===== src/design/ctb_pkg.sv =====
package ctb_pkg;

  // Store depth and the derived index and counter widths.
  localparam int MaxNodes = 1024;
  localparam int KeyBits  = 32;
  localparam int IdxW     = $clog2(MaxNodes);
  localparam int CntW     = $clog2(MaxNodes + 1);

  // One tree link: a valid flag and a node index.
  typedef struct packed {
    logic            vld;
    logic [IdxW-1:0] idx;
  } link_t;

  localparam int LinkW = $bits(link_t);

  // Result of one insert, handed from the sequencer to the output register.
  typedef struct packed {
    logic [IdxW-1:0] position;
    logic            has_parent;
    logic [IdxW-1:0] parent_index;
    logic            has_left;
    logic [IdxW-1:0] left_index;
    logic [IdxW-1:0] root_index;
    logic            overflow;
  } res_t;

endpackage


===== src/design/ctb_ctrl.sv =====
module ctb_ctrl
  import ctb_pkg::*;
(
  input  logic                clk_i,
  input  logic                rst_ni,
  // Input transaction.
  input  logic                in_valid_i,
  output logic                in_stall_o,
  input  logic                start_new_i,
  input  logic [KeyBits-1:0]  value_i,
  // Shared read address and registered read data of the three stores.
  output logic [IdxW-1:0]     rd_addr_o,
  input  logic [KeyBits-1:0]  key_rd_i,
  input  link_t               par_rd_i,
  input  link_t               rgt_rd_i,
  // Write ports.
  output logic                key_we_o,
  output logic [IdxW-1:0]     key_waddr_o,
  output logic [KeyBits-1:0]  key_wdata_o,
  output logic                par_we_o,
  output logic [IdxW-1:0]     par_waddr_o,
  output link_t               par_wdata_o,
  output logic                rgt_we_o,
  output logic [IdxW-1:0]     rgt_waddr_o,
  output link_t               rgt_wdata_o,
  // Finished result toward the output register.
  output logic                res_valid_o,
  input  logic                res_ready_i,
  output res_t                res_o
);

  localparam logic [2:0] S_IDLE = 3'd0;
  localparam logic [2:0] S_WALK = 3'd1;
  localparam logic [2:0] S_FIX  = 3'd2;
  localparam logic [2:0] S_DONE = 3'd3;

  logic [2:0]         state_q, state_d;
  logic [CntW-1:0]    cnt_q, cnt_d;
  logic [IdxW-1:0]    root_q, root_d;
  logic [IdxW-1:0]    node_q, node_d;
  logic [IdxW-1:0]    walk_q, walk_d;
  logic [KeyBits-1:0] key_q, key_d;
  link_t              child_q, child_d;
  res_t               res_q, res_d;

  logic               accept;
  logic [CntW-1:0]    cnt_eff;
  logic [IdxW-1:0]    new_idx;
  logic               greater;

  assign accept  = in_valid_i && (state_q == S_IDLE);
  assign cnt_eff = start_new_i ? '0 : cnt_q;
  assign new_idx = cnt_eff[IdxW-1:0];
  // The single compare unit: is the stored key strictly above the new key?
  assign greater = $signed(key_rd_i) > $signed(key_q);

  assign in_stall_o  = (state_q != S_IDLE);
  assign res_valid_o = (state_q == S_DONE);
  assign res_o       = res_q;

  // Sequencer: append, climb the right spine one node per cycle, relink.
  always_comb begin
    state_d     = state_q;
    cnt_d       = cnt_q;
    root_d      = root_q;
    node_d      = node_q;
    walk_d      = walk_q;
    key_d       = key_q;
    child_d     = child_q;
    res_d       = res_q;
    rd_addr_o   = walk_q;
    key_we_o    = 1'b0;
    key_waddr_o = new_idx;
    key_wdata_o = value_i;
    par_we_o    = 1'b0;
    par_waddr_o = new_idx;
    par_wdata_o = '0;
    rgt_we_o    = 1'b0;
    rgt_waddr_o = new_idx;
    rgt_wdata_o = '0;

    unique case (state_q)
      S_IDLE: begin
        if (accept) begin
          if (start_new_i) begin
            root_d = '0;
          end
          if (cnt_eff == CntW'(MaxNodes)) begin
            // Store full: drop the value and report the current root.
            res_d            = '0;
            res_d.root_index = start_new_i ? '0 : root_q;
            res_d.overflow   = 1'b1;
            state_d          = S_DONE;
          end else begin
            // Append the node with no links yet.
            key_we_o = 1'b1;
            par_we_o = 1'b1;
            rgt_we_o = 1'b1;
            cnt_d    = cnt_eff + CntW'(1);
            node_d   = new_idx;
            key_d    = value_i;
            if (cnt_eff == '0) begin
              root_d            = '0;
              res_d             = '0;
              state_d           = S_DONE;
            end else begin
              walk_d    = new_idx - IdxW'(1);
              rd_addr_o = new_idx - IdxW'(1);
              state_d   = S_WALK;
            end
          end
        end
      end
      S_WALK: begin
        if (par_rd_i.vld && greater) begin
          // Keep climbing toward the root.
          walk_d    = par_rd_i.idx;
          rd_addr_o = par_rd_i.idx;
        end else if (greater) begin
          // Climbed past the root: the new node becomes the root.
          par_we_o           = 1'b1;
          par_waddr_o        = walk_q;
          par_wdata_o        = '{vld: 1'b1, idx: node_q};
          root_d             = node_q;
          res_d.position     = node_q;
          res_d.has_parent   = 1'b0;
          res_d.parent_index = '0;
          res_d.has_left     = 1'b1;
          res_d.left_index   = walk_q;
          res_d.root_index   = node_q;
          res_d.overflow     = 1'b0;
          state_d            = S_DONE;
        end else begin
          // Hang the new node as right child and adopt the former right child.
          rgt_we_o           = 1'b1;
          rgt_waddr_o        = walk_q;
          rgt_wdata_o        = '{vld: 1'b1, idx: node_q};
          par_we_o           = 1'b1;
          par_waddr_o        = node_q;
          par_wdata_o        = '{vld: 1'b1, idx: walk_q};
          child_d            = rgt_rd_i;
          res_d.position     = node_q;
          res_d.has_parent   = 1'b1;
          res_d.parent_index = walk_q;
          res_d.has_left     = rgt_rd_i.vld;
          res_d.left_index   = rgt_rd_i.vld ? rgt_rd_i.idx : '0;
          res_d.root_index   = root_q;
          res_d.overflow     = 1'b0;
          state_d            = rgt_rd_i.vld ? S_FIX : S_DONE;
        end
      end
      S_FIX: begin
        // The adopted child now points at the new node.
        par_we_o    = 1'b1;
        par_waddr_o = child_q.idx;
        par_wdata_o = '{vld: 1'b1, idx: node_q};
        state_d     = S_DONE;
      end
      S_DONE: begin
        if (res_ready_i) begin
          state_d = S_IDLE;
        end
      end
      default: begin
        state_d = S_IDLE;
      end
    endcase
  end

  // Control state.
  always_ff @(posedge clk_i or negedge rst_ni) begin
    if (!rst_ni) begin
      state_q <= S_IDLE;
      cnt_q   <= '0;
      root_q  <= '0;
    end else begin
      state_q <= state_d;
      cnt_q   <= cnt_d;
      root_q  <= root_d;
    end
  end

  // Working registers of the current item.
  always_ff @(posedge clk_i) begin
    node_q  <= node_d;
    walk_q  <= walk_d;
    key_q   <= key_d;
    child_q <= child_d;
    res_q   <= res_d;
  end

endmodule


===== config.mk =====
export PLATFORM = sky130hd
export DESIGN_NAME = ctb_ctrl
export DESIGN_NICKNAME = d
export VERILOG_FILES = /design/src/design/ctb_pkg.sv /design/src/design/ctb_ctrl.sv
export SDC_FILE = /design/constraint.sdc
export NUM_CORES = 1
export LEC_CHECK = 0
export BUFFER_PORTS_ARGS = -buffer_cell sky130_fd_sc_hd__clkbuf_2
export CAP_MARGIN = 20
export CORE_ASPECT_RATIO = 0.6
export CORE_MARGIN = 2
export CORE_UTILIZATION = 41
export DETAILED_ROUTE_END_ITERATION = 8
export PLACE_DENSITY = 0.77
export SLEW_MARGIN = 10
export SYNTH_ARGS = -nofsm -noshare
export SYNTH_HDL_FRONTEND = slang
export SYNTH_SLANG_ARGS = --single-unit

===== constraint.sdc =====
create_clock -name clk_i -period 7.5 [get_ports clk_i]
set_clock_uncertainty 0.15 [all_clocks]
set_input_delay 0.375 -clock clk_i [delete_from_list [all_inputs] [get_ports clk_i]]
set_output_delay 0.375 -clock clk_i [all_outputs]
set_load 0.02 [all_outputs]

==> results.md <==
* Vias in the first global route at around 5600
* Worst path max stage delay at between 600 and 700 ps
* Top cells by area, synth: edfxtp_1 41%, dfrtp_1 8.3%, ha_1 6.8%
* I/O pins at around 230
* CP arrival at around 4100 ps
* Synthesis Warnings at 0
* Leakage Power at between 4 and 5 nW
* Largest family of logic cells by synthesized area: compound AO/OA/AOI/OAI gates
* Final Setup Violations at 0
* WP data required at between 6000 and 7000 ps
* Final Hold Vio Count at 0
* PostCTS Resize Cnt at 0
* Pre-CTS WS at roughly 3200 ps
* RR Startpoint: key_q[31]
* WL final at ~21000 µm
* Drt pass-1 iters at 5
* Worst min path class: in -> reg
* Setup TNS at 0 ps
* Initial antenna violation count at 0
* Maximum VDD drop at 0.3103 mV
* Final non-filler cell area at 9000 µm²
* Most common cell in the netlist: edfxtp_1
* Clock Sinks at 128
* Slew HR at 27.13%
* Status: complete, no violations
* Synth top area share at between 40% and 50%
* RSZ-0062 raised after global routing: no
* Power Density at roughly 420 nW/µm²
* Complex-gate fraction of the synthesized area at approximately 16%
* Vias at 6147
* Die Y at 105.0 µm
* R2R Setup Slk at between 3000 and 4000 ps
* Slew Viols, Final at 0
* Total power at between 3 and 4 mW
* Fillcell total at between 1000 and 1500
* Final setup margin at about 2900 ps
* First-pass GRT wire length at between 30000 and 40000 µm
* Reg area at around 3600 µm²
* Post-DP HPWL at around 16000 µm
* Starting Density at between 40 and 50%
* All-Layer GR Usage at about a quarter
* Critical-path cell list: inv_1, ha_1, nand4_2, nor4_2, nand2_1, a32oi_1, o211a_1, nor2_1, buf_4, o21bai_1, clkbuf_2
* Placement Rows at 36
* Clk buf depth at 2
* Cell variety after synth at between 50 and 60
* Cell Area, Synth at between 6000 and 7000 µm²
* WP depth at 11
* Max-cap violations at 0
* CP top delay family: compound AO/OA/AOI/OAI gates
* Simple-gate area share of the yosys netlist at between 10% and 20%
* Port Buffer Count at between 200 and 250
* Synth cell count leaders: 95 x edfxtp_1, 71 x nand2_1, 50 x inv_1, 43 x o21ai_0, 38 x ha_1
* R2R cell count at 10
* CTS Buf Count at 17
* Via density at 5.440
* #FFs+latches synth at 128
* Post-synthesis async set-or-reset flop share at around 18%
* Setup CP Type: reg -> out
* Post-Syn Nets at approximately 800
* Gpl congestion at approximately 0.93
* Routed len/inst at ~19 µm
* Adder-cell share of the synthesized area at ~6.8%
* Synth Area per Inst at roughly 10 µm²
* Synth area leader: edfxtp_1
* Crit end category: primary output
* CTS tree: done
* Register area share after synthesis at 52.03%
* Post-layout util at a little over half
* Clk_lat worst skew at between 400 and 500 ps
* Post-Synth XOR/XNOR Area at 0.7535%
* Crit path from: key_q[31]
* DP Area at around 8100 µm²
* Post-layout min period at 4624 ps
* Die width at 172.4 µm
* Layout cells sized above 1 at a little under a third
* Slowest CP cell: o211a_1
* Critical path endpoint: rgt_waddr_o[1]
* Core area at 16440 µm²
* Aggregate global routing overflow at 0
* Post-synth top flop: edfxtp_1
* Crit-path max FO at 19
* Buffers & Inverters on Critical Path at 3
* Synth Instances at approximately 670
* Final worst path period share at 61.65%
* Peak Freq at roughly 0.22 GHz
* Startpoint Class: register
* Number of synthesized flops with an enable pin at 95
* Slew @ Worst Pin at roughly 1100 ps
* Initial DRC Count at 787
* Largest net degree at the start of global routing at 47
* Clock-pin slew on the worst setup and hold paths at ~60 ps
* H-tree Lvls at 4
* Die area at roughly 18000 µm²
* # DRC at 0
* Root Driver: clkbuf_16
* # diodes at 0
* Nets at about 1000
* Multiplexer share of the synthesized area at about 2.2%
* Hold depth at 1
* Area Growth Syn to Fin at 29.05%
* Multi-input gate area at 2796 µm²
* Antenna Nets Post-Route at 0
* R2r endpoint: res_o[26]
[logic make-up (layout without fill, tap and decap cells)]
| logic type | Yosys count | after routing |
|---|---|---|
| adders and majority gates | 38 | 38 |
| xor gates and xnor gates | 6 | 6 |
| AOI/OAI and AO/OA | 165 | 165 |
| buffers and inverters | 118 | 351 |
| and+or+nand+nor | 199 | 199 |
| muxes | 15 | 15 |
| DFF | 128 | 128 |
[how the worst min path moves through the flow]
stage | startpoint | end | slack, ps
2_1_floorplan | rst_ni | cnt_q[0] | -70
3_3_place_gp | rst_ni | cnt_q[5] | 280
3_5_place_dp | rst_ni | cnt_q[5] | 290
4_1_cts | value_i[13] | key_q[13] | 0.2
5_1_grt | value_i[31] | key_q[31] | 1
6_report | value_i[13] | key_q[13] | 10
[area by class of cell]
| type | count | area share, % |
|---|---|---|
| clock inverters | 15 | 1.849 |
| flip-flops and latches | 128 | 40.32 |
| clock buffers | 17 | 4.727 |
| inverters | 51 | 2.127 |
| multi-input cells | 423 | 31.07 |
| repair buffers | 268 | 16.74 |
| well taps | 228 | 3.170 |
[placed cells by master, fill, tap and decap left out, types with 4 or more instances in the layout]
cell / netlist / layout
o21ai_0: 43 / 43
a221o_1: 8 / 8
mux2i_1: 14 / 14
xnor2_1: 6 / 6
clkbuf_16: 0 / 17
nor3_1: 9 / 9
o221ai_1: 5 / 5
edfxtp_1: 95 / 95
o21bai_1: 11 / 11
a22o_1: 10 / 10
inv_1: 50 / 49
nand2b_1: 12 / 12
a21o_1: 5 / 5
buf_4: 33 / 6
nand4_1: 6 / 6
dfxtp_1: 10 / 10
inv_8: 0 / 6
a21oi_1: 35 / 35
o22ai_1: 7 / 7
nor2_1: 26 / 26
nand3_1: 26 / 26
ha_1: 38 / 38
a221oi_1: 6 / 6
and3_1: 16 / 16
and2_1: 17 / 17
a22oi_1: 4 / 4
nand2_1: 71 / 71
o21a_1: 5 / 5
inv_6: 0 / 4
dfrtp_1: 23 / 23
dlygate4sd3_1: 0 / 30
clkbuf_2: 0 / 232
a211oi_1: 7 / 6
[report_power, final]
| part | leakage (nW) | internal [mW] | switching [mW] | total, mW |
|---|---|---|---|---|
| Sequential | 1.29 | 1.08 | 0.177 | 1.26 |
| Combinational | 2.57 | 0.512 | 1.14 | 1.65 |
| Clock | 0.291 | 0.475 | 0.353 | 0.828 |
| Total | 4.16 | 2.07 | 1.67 | 3.74 |
[routing by layer]
| metal | wire [µm] | part of all wire (%) | GRT usage, % | up-vias |
|---|---|---|---|---|
| li1 | - | - | - | 2846 |
| met1 | 9565 | 45 | 35.90 | 2914 |
| met2 | 9052 | 42 | 32.60 | 354 |
| met3 | 2471 | 12 | 6.515 | 33 |
| met4 | 372 | 1.7 | 6.963 | 0 |
| met5 | 0 | 0 | 0 | - |
[through the flow]
| stage | hold slack, ps | std cells |
|---|---|---|
| 6_report | 13.76 | 1130 |
| 4_1_cts | 0.1532 | 1129 |
| 3_5_place_dp | 288.8 | 1068 |
| 2_1_floorplan | -70.59 | 669 |
| 3_3_place_gp | 284.0 | 1068 |
| 5_1_grt | 1.431 | 1130 |
[repair_timing]
action                     4_1_cts  5_1_grt
buffers inserted                 0        0
setup endpoints to repair        0        0
hold endpoints to repair        51        1
hold buffers                    29        1
[registers in the layout, indices dropped and copies added, names as in the netlist]
register and cells:
node_q 10, state_q 2, root_q 10, walk_q 10, key_q 32, res_o 43
cnt_q 11, child_q 10
(Power assumes the default switching activity.)
